**config.mk**
```make
export PLATFORM = sky130hd
export DESIGN_NAME = metronome_beat_clock_click_unit
export DESIGN_NICKNAME = d
export VERILOG_FILES = /design/src/hw/rtl/mbcc_pkg.sv /design/src/hw/rtl/mbcc_ctrl.sv /design/src/hw/rtl/mbcc_datapath.sv /design/src/hw/rtl/metronome_beat_clock_click_unit.sv
export VERILOG_INCLUDE_DIRS = /design/src /design/src/hw/rtl
export SDC_FILE = /design/constraint.sdc
export NUM_CORES = 2
export LEC_CHECK = 0
export BUFFER_PORTS_ARGS = -buffer_cell sky130_fd_sc_hd__buf_4
export CORE_UTILIZATION = 43
export DETAILED_ROUTE_END_ITERATION = 6
export PLACE_DENSITY = 0.63
export RECOVER_POWER = 25
export SYNTH_ARGS = -nofsm -noshare
export SYNTH_HDL_FRONTEND = slang
export SYNTH_HIERARCHICAL = 1
export SYNTH_SLANG_ARGS = --single-unit
export TNS_END_PERCENT = 1
```
**constraint.sdc**
```tcl
create_clock -name clock -period 12.6 [get_ports clock]
set_input_delay 1.26 -clock clock [delete_from_list [all_inputs] [get_ports clock]]
set_output_delay 1.26 -clock clock [all_outputs]
set_load 0.01 [all_outputs]
```
**src/hw/rtl/metronome_beat_clock_click_unit_assert.svh**
```systemverilog
// assertion macros for the metronome click unit
`ifndef METRONOME_BEAT_CLOCK_CLICK_UNIT_ASSERT_SVH
`define METRONOME_BEAT_CLOCK_CLICK_UNIT_ASSERT_SVH

// same-cycle implication
`define MBCC_ASSERT_SAME(lbl, clk, rst, ante, cons, msg) \
   lbl: assert property (@(posedge clk) disable iff (rst) (ante) |-> (cons)) \
      else $error(msg);

// next-cycle implication
`define MBCC_ASSERT_NEXT(lbl, clk, rst, ante, cons, msg) \
   lbl: assert property (@(posedge clk) disable iff (rst) (ante) |=> (cons)) \
      else $error(msg);

`endif

```
**src/hw/rtl/mbcc_pkg.sv**
```systemverilog
`timescale 1ns / 1ps
// shared types, constants and codes of the metronome click unit
package mbcc_pkg;

   localparam int unsigned BEATS_PER_BAR_DEF  = 4;
   localparam int unsigned SINE_ROM_DEPTH_DEF = 256;
   localparam int unsigned SAMPLE_WIDTH_DEF   = 16;

   localparam int unsigned CSR_ADDR_W = 3;
   localparam int unsigned CSR_DATA_W = 32;

   localparam logic [CSR_ADDR_W-1:0] REG_SAMPLES_PER_BEAT    = 3'd0;
   localparam logic [CSR_ADDR_W-1:0] REG_METRONOME_ON        = 3'd1;
   localparam logic [CSR_ADDR_W-1:0] REG_CLICK_VOLUME        = 3'd2;
   localparam logic [CSR_ADDR_W-1:0] REG_DOWNBEAT_LENGTH     = 3'd3;
   localparam logic [CSR_ADDR_W-1:0] REG_UPBEAT_LENGTH       = 3'd4;
   localparam logic [CSR_ADDR_W-1:0] REG_DOWNBEAT_PHASE_STEP = 3'd5;
   localparam logic [CSR_ADDR_W-1:0] REG_UPBEAT_PHASE_STEP   = 3'd6;

   localparam logic [31:0] SPB_RESET        = 32'd6144000;
   localparam logic [15:0] VOLUME_RESET     = 16'd45875;
   localparam logic [15:0] DOWN_LEN_RESET   = 16'd1440;
   localparam logic [15:0] UP_LEN_RESET     = 16'd960;
   localparam logic [31:0] DOWN_STEP_RESET  = 32'd89478485;
   localparam logic [31:0] UP_STEP_RESET    = 32'd71582788;

   localparam logic [31:0] MIN_PERIOD = 32'd256;
   localparam logic [32:0] POS_STEP   = 33'd256;

   localparam int unsigned OP_W   = 17;
   localparam int unsigned PROD_W = 34;
   localparam int unsigned MAG_W  = 15;
   localparam int unsigned LEN_W  = 16;

   localparam logic [OP_W-1:0] AMP_DOWN   = 17'd26214;
   localparam logic [OP_W-1:0] AMP_UP     = 17'd18350;
   localparam logic [OP_W-1:0] POLY_C0    = 17'd307;
   localparam logic [OP_W-1:0] POLY_C1    = 17'd5223;
   localparam logic [OP_W-1:0] POLY_C2    = 17'd42334;
   localparam logic [OP_W-1:0] POLY_C3    = 17'd102944;
   localparam logic [OP_W-1:0] SINE_SCALE = 17'd32767;
   localparam logic [OP_W-1:0] SINE_MAX   = 17'd32767;
   localparam logic [OP_W-1:0] QUARTER    = 17'd65536;

   localparam int unsigned STEP_W = 4;

   localparam logic [STEP_W-1:0] MUL_T2  = 4'd0;
   localparam logic [STEP_W-1:0] MUL_P1  = 4'd1;
   localparam logic [STEP_W-1:0] MUL_P2  = 4'd2;
   localparam logic [STEP_W-1:0] MUL_P3  = 4'd3;
   localparam logic [STEP_W-1:0] MUL_S   = 4'd4;
   localparam logic [STEP_W-1:0] MUL_V   = 4'd5;
   localparam logic [STEP_W-1:0] MUL_AMP = 4'd6;
   localparam logic [STEP_W-1:0] MUL_VOL = 4'd7;
   localparam logic [STEP_W-1:0] MUL_ENV = 4'd8;

   localparam logic [STEP_W-1:0] DIV_LAST = 4'd14;

   typedef struct packed {
      logic              capture;
      logic              beat;
      logic              mul_en;
      logic [STEP_W-1:0] mul_op;
      logic              div_step;
      logic              out_load;
   } dp_cmd_type;

   typedef struct packed {
      logic click_go;
   } dp_status_type;

endpackage

```
**src/hw/rtl/mbcc_ctrl.sv**
```systemverilog
`timescale 1ns / 1ps
// sequencer of the metronome click unit: handshakes and datapath steps
module mbcc_ctrl (
   input  logic                   clock,
   input  logic                   reset,
   input  logic                   req_tvalid,
   output logic                   req_tready,
   output logic                   rsp_tvalid,
   input  logic                   rsp_tready,
   input  mbcc_pkg::dp_status_type dp_status,
   output mbcc_pkg::dp_cmd_type   dp_cmd
);
   import mbcc_pkg::*;

   localparam logic [2:0] ST_IDLE = 3'd0;
   localparam logic [2:0] ST_BEAT = 3'd1;
   localparam logic [2:0] ST_MUL  = 3'd2;
   localparam logic [2:0] ST_DIV  = 3'd3;
   localparam logic [2:0] ST_FIN  = 3'd4;

   logic [2:0]        state_ff, state_in;
   logic [STEP_W-1:0] step_ff, step_in;
   logic              rsp_valid_ff, rsp_valid_in;
   logic              out_free;

   assign out_free   = !rsp_valid_ff || rsp_tready;
   assign rsp_tvalid = rsp_valid_ff;
   assign req_tready = (state_ff == ST_IDLE);

   always_comb begin
      state_in = state_ff;
      step_in  = step_ff;
      dp_cmd   = '0;
      unique case (state_ff)
         ST_IDLE: begin
            if (req_tvalid) begin
               dp_cmd.capture = 1'b1;
               state_in       = ST_BEAT;
            end
         end
         ST_BEAT: begin
            dp_cmd.beat = 1'b1;
            step_in     = '0;
            state_in    = dp_status.click_go ? ST_MUL : ST_FIN;
         end
         ST_MUL: begin
            dp_cmd.mul_en = 1'b1;
            dp_cmd.mul_op = step_ff;
            if (step_ff == MUL_ENV) begin
               step_in  = '0;
               state_in = ST_DIV;
            end else begin
               step_in = step_ff + 1'b1;
            end
         end
         ST_DIV: begin
            dp_cmd.div_step = 1'b1;
            if (step_ff == DIV_LAST) begin
               state_in = ST_FIN;
            end else begin
               step_in = step_ff + 1'b1;
            end
         end
         ST_FIN: begin
            if (out_free) begin
               dp_cmd.out_load = 1'b1;
               state_in        = ST_IDLE;
            end
         end
         default: state_in = ST_IDLE;
      endcase
   end

   always_comb begin
      if (dp_cmd.out_load) begin
         rsp_valid_in = 1'b1;
      end else if (rsp_tready) begin
         rsp_valid_in = 1'b0;
      end else begin
         rsp_valid_in = rsp_valid_ff;
      end
   end

   always_ff @(posedge clock) begin
      if (reset) begin
         state_ff     <= ST_IDLE;
         step_ff      <= '0;
         rsp_valid_ff <= 1'b0;
      end else begin
         state_ff     <= state_in;
         step_ff      <= step_in;
         rsp_valid_ff <= rsp_valid_in;
      end
   end

endmodule

```
**src/hw/rtl/mbcc_datapath.sv**
```systemverilog
`timescale 1ns / 1ps
// beat clock, click synthesis with shared multiplier and divider, mixer
module mbcc_datapath #(
   parameter int unsigned BEATS_PER_BAR  = mbcc_pkg::BEATS_PER_BAR_DEF,
   parameter int unsigned SINE_ROM_DEPTH = mbcc_pkg::SINE_ROM_DEPTH_DEF,
   parameter int unsigned SAMPLE_WIDTH   = mbcc_pkg::SAMPLE_WIDTH_DEF
) (
   input  logic                              clock,
   input  logic                              reset,
   input  mbcc_pkg::dp_cmd_type              dp_cmd,
   output mbcc_pkg::dp_status_type           dp_status,
   input  logic                              csr_we,
   input  logic [mbcc_pkg::CSR_ADDR_W-1:0]   csr_addr,
   input  logic [mbcc_pkg::CSR_DATA_W-1:0]   csr_wdata,
   input  logic [SAMPLE_WIDTH-1:0]           audio_in,
   input  logic                              reset_beat,
   output logic [SAMPLE_WIDTH-1:0]           audio_out,
   output logic [1:0]                        beat_number,
   output logic                              beat_tick,
   output logic [31:0]                       beat_count,
   output logic [23:0]                       position_in_beat,
   output logic                              click_active
);
   import mbcc_pkg::*;

   localparam int unsigned IDX_W    = $clog2(BEATS_PER_BAR);
   localparam int unsigned ROM_BITS = $clog2(SINE_ROM_DEPTH);
   localparam int unsigned FRAC_W   = ROM_BITS - 2;
   localparam int unsigned PAD_W    = 18 - ROM_BITS;
   localparam int unsigned WIDE_W   = SAMPLE_WIDTH + MAG_W - 1;
   localparam logic [IDX_W-1:0] LAST_IDX = IDX_W'(BEATS_PER_BAR - 1);
   localparam logic signed [SAMPLE_WIDTH:0] S_MAX = (SAMPLE_WIDTH+1)'((1 << (SAMPLE_WIDTH-1)) - 1);
   localparam logic signed [SAMPLE_WIDTH:0] S_MIN = ~S_MAX;

   // configuration
   logic [31:0]      spb_ff;
   logic             on_ff;
   logic [15:0]      vol_ff;
   logic [LEN_W-1:0] down_len_ff, up_len_ff;
   logic [31:0]      down_step_ff, up_step_ff;

   // beat and click state
   logic [31:0]      pos_ff;
   logic [IDX_W-1:0] idx_ff;
   logic [31:0]      cnt_ff;
   logic [LEN_W-1:0] rem_ff;
   logic             down_ff;
   logic [31:0]      phase_ff;

   // item work registers
   logic [SAMPLE_WIDTH-1:0] sample_ff;
   logic                    rbeat_ff;
   logic                    tick_ff, active_ff, neg_ff;
   logic [LEN_W-1:0]        total_ff, env_ff;
   logic [OP_W-1:0]         t_ff, t2_ff, poly_ff;
   logic [LEN_W-1:0]        div_rem_ff, div_rem_in;
   logic [MAG_W-1:0]        div_q_ff, div_q_in;

   // output registers
   logic [SAMPLE_WIDTH-1:0] audio_out_ff;
   logic [1:0]              beat_number_ff;
   logic                    beat_tick_ff, click_active_ff;
   logic [31:0]             beat_count_ff;
   logic [23:0]             position_ff;

   // beat update
   logic [31:0]      pos0, period, pos_new, phase_new;
   logic [32:0]      pos_sum, pos_diff;
   logic             crossed, start, go, down_new;
   logic [IDX_W-1:0] idx0, idx_new;
   logic [31:0]      cnt0, cnt_new;
   logic [LEN_W-1:0] rem_new, total_new, env_new;
   logic [15:0]      t16;
   logic [OP_W-1:0]  t_new;

   always_comb begin
      pos0     = rbeat_ff ? '0 : pos_ff;
      idx0     = rbeat_ff ? '0 : idx_ff;
      cnt0     = rbeat_ff ? '0 : cnt_ff;
      period   = (spb_ff < MIN_PERIOD) ? MIN_PERIOD : spb_ff;
      pos_sum  = {1'b0, pos0} + POS_STEP;
      pos_diff = pos_sum - {1'b0, period};
      crossed  = (pos_sum >= {1'b0, period});
      pos_new  = crossed ? pos_diff[31:0] : pos_sum[31:0];
      if (crossed) begin
         idx_new = (idx0 == LAST_IDX) ? '0 : idx0 + 1'b1;
      end else begin
         idx_new = idx0;
      end
      cnt_new   = cnt0 + 32'(crossed);
      start     = crossed && on_ff;
      down_new  = start ? (idx_new == '0) : down_ff;
      total_new = down_new ? down_len_ff : up_len_ff;
      rem_new   = start ? total_new : rem_ff;
      phase_new = start ? '0 : phase_ff;
      go        = on_ff && (rem_new != '0);
      env_new   = (rem_new < total_new) ? rem_new : total_new;
      t16       = {phase_new[29 -: FRAC_W], PAD_W'(0)};
      t_new     = phase_new[30] ? (QUARTER - {1'b0, t16}) : {1'b0, t16};
   end

   assign dp_status.click_go = go;

   // shared multiplier
   logic [OP_W-1:0]   mul_a, mul_b, hi;
   logic [PROD_W-1:0] prod;

   always_comb begin
      unique case (dp_cmd.mul_op)
         MUL_T2:  begin mul_a = t_ff;    mul_b = t_ff;                      end
         MUL_P1:  begin mul_a = t2_ff;   mul_b = POLY_C0;                   end
         MUL_P2:  begin mul_a = t2_ff;   mul_b = poly_ff;                   end
         MUL_P3:  begin mul_a = t2_ff;   mul_b = poly_ff;                   end
         MUL_S:   begin mul_a = t_ff;    mul_b = poly_ff;                   end
         MUL_V:   begin mul_a = poly_ff; mul_b = SINE_SCALE;                end
         MUL_AMP: begin mul_a = poly_ff; mul_b = down_ff ? AMP_DOWN : AMP_UP; end
         MUL_VOL: begin mul_a = poly_ff; mul_b = {1'b0, vol_ff};            end
         MUL_ENV: begin mul_a = poly_ff; mul_b = {1'b0, env_ff};            end
         default: begin mul_a = '0;      mul_b = '0;                        end
      endcase
      prod = PROD_W'(mul_a) * PROD_W'(mul_b);
      hi   = prod[32:16];
   end

   // restoring divide step
   logic [LEN_W:0] shifted, shifted_diff;
   logic           q_bit;

   always_comb begin
      shifted      = {div_rem_ff, div_q_ff[MAG_W-1]};
      shifted_diff = shifted - {1'b0, total_ff};
      q_bit        = (shifted >= {1'b0, total_ff});
      div_rem_in   = q_bit ? shifted_diff[LEN_W-1:0] : shifted[LEN_W-1:0];
      div_q_in     = {div_q_ff[MAG_W-2:0], q_bit};
   end

   // mixer
   logic [MAG_W-1:0]               mag15;
   logic [WIDE_W-1:0]              wide;
   logic [SAMPLE_WIDTH-2:0]        mag;
   logic signed [SAMPLE_WIDTH:0]   click, mix;
   logic [SAMPLE_WIDTH-1:0]        audio_sat;

   always_comb begin
      mag15 = (active_ff && (total_ff != '0)) ? div_q_ff : '0;
      wide  = {mag15, (SAMPLE_WIDTH-1)'(0)};
      mag   = wide[WIDE_W-1:MAG_W];
      click = neg_ff ? -$signed({2'b00, mag}) : $signed({2'b00, mag});
      mix   = $signed({sample_ff[SAMPLE_WIDTH-1], sample_ff}) + click;
      if (mix > S_MAX) begin
         audio_sat = S_MAX[SAMPLE_WIDTH-1:0];
      end else if (mix < S_MIN) begin
         audio_sat = S_MIN[SAMPLE_WIDTH-1:0];
      end else begin
         audio_sat = mix[SAMPLE_WIDTH-1:0];
      end
   end

   always_ff @(posedge clock) begin
      if (reset) begin
         spb_ff       <= SPB_RESET;
         on_ff        <= 1'b0;
         vol_ff       <= VOLUME_RESET;
         down_len_ff  <= DOWN_LEN_RESET;
         up_len_ff    <= UP_LEN_RESET;
         down_step_ff <= DOWN_STEP_RESET;
         up_step_ff   <= UP_STEP_RESET;
      end else if (csr_we) begin
         unique case (csr_addr)
            REG_SAMPLES_PER_BEAT:    spb_ff       <= csr_wdata;
            REG_METRONOME_ON:        on_ff        <= csr_wdata[0];
            REG_CLICK_VOLUME:        vol_ff       <= csr_wdata[15:0];
            REG_DOWNBEAT_LENGTH:     down_len_ff  <= csr_wdata[LEN_W-1:0];
            REG_UPBEAT_LENGTH:       up_len_ff    <= csr_wdata[LEN_W-1:0];
            REG_DOWNBEAT_PHASE_STEP: down_step_ff <= csr_wdata;
            REG_UPBEAT_PHASE_STEP:   up_step_ff   <= csr_wdata;
            default: ;
         endcase
      end
   end

   always_ff @(posedge clock) begin
      if (reset) begin
         pos_ff   <= '0;
         idx_ff   <= '0;
         cnt_ff   <= '0;
         rem_ff   <= '0;
         down_ff  <= 1'b0;
         phase_ff <= '0;
      end else if (dp_cmd.beat) begin
         pos_ff  <= pos_new;
         idx_ff  <= idx_new;
         cnt_ff  <= cnt_new;
         down_ff <= down_new;
         if (go) begin
            rem_ff   <= rem_new - 1'b1;
            phase_ff <= phase_new + (down_new ? down_step_ff : up_step_ff);
         end else begin
            rem_ff   <= rem_new;
            phase_ff <= phase_new;
         end
      end
   end

   always_ff @(posedge clock) begin
      if (dp_cmd.capture) begin
         sample_ff <= audio_in;
         rbeat_ff  <= reset_beat;
      end
      if (dp_cmd.beat) begin
         tick_ff   <= crossed;
         active_ff <= go;
         total_ff  <= total_new;
         env_ff    <= env_new;
         t_ff      <= t_new;
         neg_ff    <= phase_new[31];
      end
      if (dp_cmd.mul_en) begin
         unique case (dp_cmd.mul_op)
            MUL_T2:  t2_ff   <= hi;
            MUL_P1:  poly_ff <= POLY_C1 - hi;
            MUL_P2:  poly_ff <= POLY_C2 - hi;
            MUL_P3:  poly_ff <= POLY_C3 - hi;
            MUL_S:   poly_ff <= hi;
            MUL_V:   poly_ff <= (hi > SINE_MAX) ? SINE_MAX : hi;
            MUL_AMP: poly_ff <= hi;
            MUL_VOL: poly_ff <= hi;
            MUL_ENV: begin
               div_rem_ff <= prod[30:15];
               div_q_ff   <= prod[14:0];
            end
            default: ;
         endcase
      end
      if (dp_cmd.div_step) begin
         div_rem_ff <= div_rem_in;
         div_q_ff   <= div_q_in;
      end
      if (dp_cmd.out_load) begin
         audio_out_ff    <= audio_sat;
         beat_number_ff  <= 2'(idx_ff);
         beat_tick_ff    <= tick_ff;
         beat_count_ff   <= cnt_ff;
         position_ff     <= pos_ff[31:8];
         click_active_ff <= active_ff;
      end
   end

   assign audio_out        = audio_out_ff;
   assign beat_number      = beat_number_ff;
   assign beat_tick        = beat_tick_ff;
   assign beat_count       = beat_count_ff;
   assign position_in_beat = position_ff;
   assign click_active     = click_active_ff;

endmodule

```
**src/hw/rtl/metronome_beat_clock_click_unit.sv**
```systemverilog
`timescale 1ns / 1ps
// top level of the metronome beat clock and click generator
//
//   channel  direction  payload
//   req_     in         tdata: audio_in; tuser: reset_beat
//   rsp_     out        tdata: audio_out, beat_number, beat_count, position_in_beat;
//                       tuser: beat_tick, click_active
//   csr_     in         write enable, register index, write data
//
// a beat that sounds a click runs these steps from accept to result, one without skips the multiply and divide:
// accept, beat update, 9 passes through the shared 17x17 multiplier, 15 divider steps, load
// synchronous reset clears configuration to defaults and beat and click state to zero
// the result waits in the output register; the next beat is accepted meanwhile
// and the finished item holds in the last step until that register frees up
`include "metronome_beat_clock_click_unit_assert.svh"

module metronome_beat_clock_click_unit #(
   parameter int unsigned BEATS_PER_BAR  = mbcc_pkg::BEATS_PER_BAR_DEF,
   parameter int unsigned SINE_ROM_DEPTH = mbcc_pkg::SINE_ROM_DEPTH_DEF,
   parameter int unsigned SAMPLE_WIDTH   = mbcc_pkg::SAMPLE_WIDTH_DEF,
   localparam int unsigned REQ_TDATA_W   = ((SAMPLE_WIDTH + 7) / 8) * 8,
   localparam int unsigned RSP_TDATA_W   = ((SAMPLE_WIDTH + 58 + 7) / 8) * 8
) (
   input  logic                            clock,
   input  logic                            reset,
   input  logic                            req_tvalid,
   output logic                            req_tready,
   input  logic [REQ_TDATA_W-1:0]          req_tdata,  // audio_in
   input  logic                            req_tuser,  // reset_beat
   output logic                            rsp_tvalid,
   input  logic                            rsp_tready,
   // audio_out, beat_number, beat_count, position_in_beat
   output logic [RSP_TDATA_W-1:0]          rsp_tdata,
   output logic [1:0]                      rsp_tuser,  // beat_tick, click_active
   input  logic                            csr_we,
   input  logic [mbcc_pkg::CSR_ADDR_W-1:0] csr_addr,
   input  logic [mbcc_pkg::CSR_DATA_W-1:0] csr_wdata
);
   import mbcc_pkg::*;

   dp_cmd_type              dp_cmd;
   dp_status_type           dp_status;
   logic [SAMPLE_WIDTH-1:0] audio_out;
   logic [1:0]              beat_number;
   logic                    beat_tick;
   logic [31:0]             beat_count;
   logic [23:0]             position_in_beat;
   logic                    click_active;

   mbcc_ctrl u_ctrl (
      .clock      (clock),
      .reset      (reset),
      .req_tvalid (req_tvalid),
      .req_tready (req_tready),
      .rsp_tvalid (rsp_tvalid),
      .rsp_tready (rsp_tready),
      .dp_status  (dp_status),
      .dp_cmd     (dp_cmd)
   );

   mbcc_datapath #(
      .BEATS_PER_BAR  (BEATS_PER_BAR),
      .SINE_ROM_DEPTH (SINE_ROM_DEPTH),
      .SAMPLE_WIDTH   (SAMPLE_WIDTH)
   ) u_datapath (
      .clock            (clock),
      .reset            (reset),
      .dp_cmd           (dp_cmd),
      .dp_status        (dp_status),
      .csr_we           (csr_we),
      .csr_addr         (csr_addr),
      .csr_wdata        (csr_wdata),
      .audio_in         (req_tdata[SAMPLE_WIDTH-1:0]),
      .reset_beat       (req_tuser),
      .audio_out        (audio_out),
      .beat_number      (beat_number),
      .beat_tick        (beat_tick),
      .beat_count       (beat_count),
      .position_in_beat (position_in_beat),
      .click_active     (click_active)
   );

   assign rsp_tdata = RSP_TDATA_W'({position_in_beat, beat_count, beat_number, audio_out});
   assign rsp_tuser = {click_active, beat_tick};

   `MBCC_ASSERT_NEXT(a_busy_after_accept, clock, reset, req_tvalid && req_tready, !req_tready && dp_cmd.beat, "accepted beat not followed by beat update")
   `MBCC_ASSERT_SAME(a_no_result_overwrite, clock, reset, dp_cmd.out_load, !rsp_tvalid || rsp_tready, "pending result overwritten")
   `MBCC_ASSERT_NEXT(a_result_after_load, clock, reset, dp_cmd.out_load, rsp_tvalid, "loaded result not offered")

endmodule

```
==> results by group <==
Outcome
  – Outcome: complete, but fails checks
  – Failing checks: capacitance limit, slew limit

Placement
  – Final HPWL DP: 77.17 mm
  – DP Worst Slack: 1.528 ns
  – RD Place Congestion: 0.9514
  – Number of port buffers: 134

Clocking
  – Worst skew pair latency: 0.65 ns
  – CTS tree: built
  – H-tree levels: 2
  – Post-CTS setup buffer count: 0
  – Worst-path clk slew: 0.06 ns
  – CTS sink cnt: 468
  – Cts repair resizes: 0
  – Num CTS Buffers: 51
  – Max Root-Sink Buffers: 3
  – Root Driver: clkbuf_16
  – Hold Buf Count CTS: 0

Critical path
  – CP startpoint kind: flop
  – R2R cell count: 34
  – Max incr delay on CP: 0.68 ns
  – CP max FO: 61
  – Crit-path slowest cell: nor2_1
  – Critical path arrival: 11.62 ns
  – CP endpoint kind: flop
  – R2r setup slk: 1.40 ns
  – Worst path required time: 13.02 ns
  – WS Path Type: flop to flop

Detailed routing
  – Via Count: 30238
  – Final wirelength: 103.8 mm
  – WL per Instance: 18.95 um
  – Router iterations before antenna repair: 6
  – Drt drc: 0
  – Initial DRC count: 2314
  – Remaining antenna violation count after routing: 0
  – Drt via density: 5.518

Timing
  – Worst slew pin tran: 6.705 ns
  – Final setup TNS: 0 ns
  – Final worst slack: 1.404 ns
  – Unrepaired setup endpoints after global routing: no
  – Tcrit/Tclk final: 88.86%
  – Slew Limit Fails: 381
  – Rel. slew slack: -347.0%
  – Final min period: 11.20 ns
  – Max Clock Skew: 0.05673 ns
  – Hold Worst Slack: 0.4296 ns
  – Final Hold Viols: 0
  – FMAX: 0.08932 GHz
  – Setup-failing EPs final: 0

Floorplan
  – Die Span Y: 294.8 um
  – Die X: 294.8 um
  – Die ar.: 86900 um2
  – Core ar.: 85010 um2
  – I/O pin count: 141
  – Starting density of the core: 43.36%
  – # rows: 107

Yosys
  – Xor/xnor share of the synthesized area: 4.389%
  – Post-synth top area share: 16.29%
  – Post-synthesis mux area share: 3.462%
  – Mapped Area: 36860 um2
  – Cell taking the most area after synthesis: edfxtp_1
  – Mapped Avg Cell Area: 8.665 um2
  – Post-synth EDFFs: 200
  – Synth top area cells: edfxtp_1, dfxtp_1, fa_1
  – Adder-Cell Fraction of Synth Area: 20.39%
  – Cell variety after synth: 101
  – Area fraction in compound gates after synthesis: 14.97%
  – Post-synthesis sequential area ratio: 30.85%
  – Simple-gate portion of the synthesized area: 19.25%
  – Synth Flop Type: dfxtp_1
  – YS warnings: 6
  – Largest family of logic cells by synthesized area: adder cells
  – Number of synthesized register bits: 468
  – Ys async rst share: 0%
  – Mapped Cells: 4254

Global routing
  – Antenna violations before repair: 2
  – Total track usage: 23.82%
  – GRT overflow: 0
  – Number of global-route vias before repair: 29191
  – Global-route wire length before repair: 163.9 mm
  – Largest net degree at the start of global routing: 144

Power
  – Leakage Power: 17.30 nW
  – Int Power: 2.924 mW
  – Power after layout: 4.188 mW
  – Seq pwr share: 40.5%
  – Maximum VDD drop: 95.46 uV
  – PwrDens: 103.0 nW/um2
  – Switching pwr: 1.264 mW
  – Clock Power Share: 37.6%
  – Gate power share: 21.9%
  – Switching share of power: 30.18%

Final layout
  – Nets@finish: 4815
  – Antenna fix cells: 0
  – Area growth syn-to-layout: 10.29%
  – Fill cell count: 8252
  – Layout cells sized above 1: 9.018%

Min path
  – Hold path depth: 0
  – Worst Hold Class: flop to flop

Run
  – MaxCap Viol Count: 5
## cell usage in the layout (no fill, tap or decap), drive strengths merged, types with 43 or more instances in the layout
| master | count |
|---|---|
| nand2 | 696 |
| inv | 419 |
| nor2 | 330 |
| a21oi | 295 |
| dfxtp | 268 |
| ha | 236 |
| fa | 228 |
| edfxtp | 200 |
| buf | 165 |
| o21ai | 137 |
| nand3 | 114 |
| xnor2 | 110 |
| clkbuf | 99 |
| and2 | 80 |
| xor2 | 73 |
| mux2i | 70 |
| a21o | 64 |
| nor3 | 62 |
| mux2 | 50 |
| a211oi | 48 |
| nor2b | 43 |
## per-stage QoR
| stage | cell area [um2] | util (%) | std cells |
|---|---|---|---|
| final | 40660 | 47.83 | 5480 |
| after global routing | 40660 | 47.83 | 5480 |
| after CTS | 40700 | 47.88 | 5480 |
| after detailed placement | 38910 | 45.77 | 5385 |
| after global placement | 38910 | 45.77 | 5385 |
| after floorplan | 36880 | - | 4259 |
## logic make-up after synthesis
family | after synthesis
flip-flops | 468
AO/OA/AOI/OAI | 845
multiplexers | 120
XOR/XNOR | 183
AND/OR/NAND/NOR | 1548
adder cells (fa/ha/maj) | 464
other | 1
buffers and inverters | 625
## state kept, by name, summed over array words and instances, names as in the netlist, 4 cells and up
register / cells
u_datapath/beat_count: 32
u_datapath/cnt_ff: 32
u_datapath/down_step_ff: 32
u_datapath/phase_ff: 32
u_datapath/pos_ff: 32
u_datapath/spb_ff: 32
u_datapath/up_step_ff: 32
u_datapath/position_in_beat: 24
u_datapath/poly_ff: 17
u_datapath/t2_ff: 17
u_datapath/audio_out: 16
u_datapath/div_rem_ff: 16
u_datapath/down_len_ff: 16
u_datapath/env_ff: 16
u_datapath/rem_ff: 16
u_datapath/sample_ff: 16
u_datapath/total_ff: 16
u_datapath/up_len_ff: 16
u_datapath/vol_ff: 16
u_datapath/div_q_ff: 15
u_datapath/t_ff: 7
u_ctrl/step_ff: 4
## layer usage
metal / vias up / share of wire [%] / global-route usage [%]
li1: 14582 / - / -
met1: 14603 / 44 / 31.95
met2: 880 / 48 / 40.09
met3: 169 / 6.0 / 3.258
met4: 4 / 2.5 / 6.275
met5: - / 0.033 / 0
## worst max-delay path, delay by kind of cell (launching register included)
family                   cells  cell delay [ns]
XOR/XNOR                     2             0.73
adder cells (fa/ha/maj)      8             3.98
flip-flops                   1             0.39
AO/OA/AOI/OAI                8             2.03
buffers and inverters        7             1.18
AND/OR/NAND/NOR              9             2.65
## power groups by stage
stage	logic (mW)	clock network, mW	registers, mW
6_report	0.918	1.57	1.70
3_5_place_dp	0.900	0	1.73
4_1_cts	0.911	1.61	1.69
2_1_floorplan	0.663	0	1.71
3_3_place_gp	0.897	0	1.73
5_1_grt	1.01	1.67	1.70
## synthesized netlist by cell type, types with 64 or more instances
library cell    n
fa_1          228
clkbuf_1      157
a21o_1         64
xnor2_1       110
nand3_1       111
edfxtp_1      200
inv_1         414
xor2_1         71
mux2i_1        69
o21ai_0       116
nor2_1        328
a21oi_1       293
nand2_1       696
dfxtp_1       268
ha_1          236
and2_1         80
## area by class of cell
class	instances	area [um2]	share of cell area, %
repair buffers	187	1381	3.397
well taps	1144	1431	3.521
clock buffers	77	1535	3.776
multi-input cells	3166	23110	56.83
inverters	420	1579	3.884
flip-flops and latches	468	11370	27.97
clock inverters	18	254.0	0.6247
## worst paths after layout
kind	startpoint	endpoint
worst max-delay path	u_ctrl/state_ff[0]	u_datapath/poly_ff[14]
worst min-delay path	u_datapath/tick_ff	u_datapath/beat_tick
worst max register to register	u_ctrl/state_ff[0]	u_datapath/poly_ff[14]
worst min register to register	u_datapath/tick_ff	u_datapath/beat_tick
Note: power is estimated with default switching activity, not from simulation.
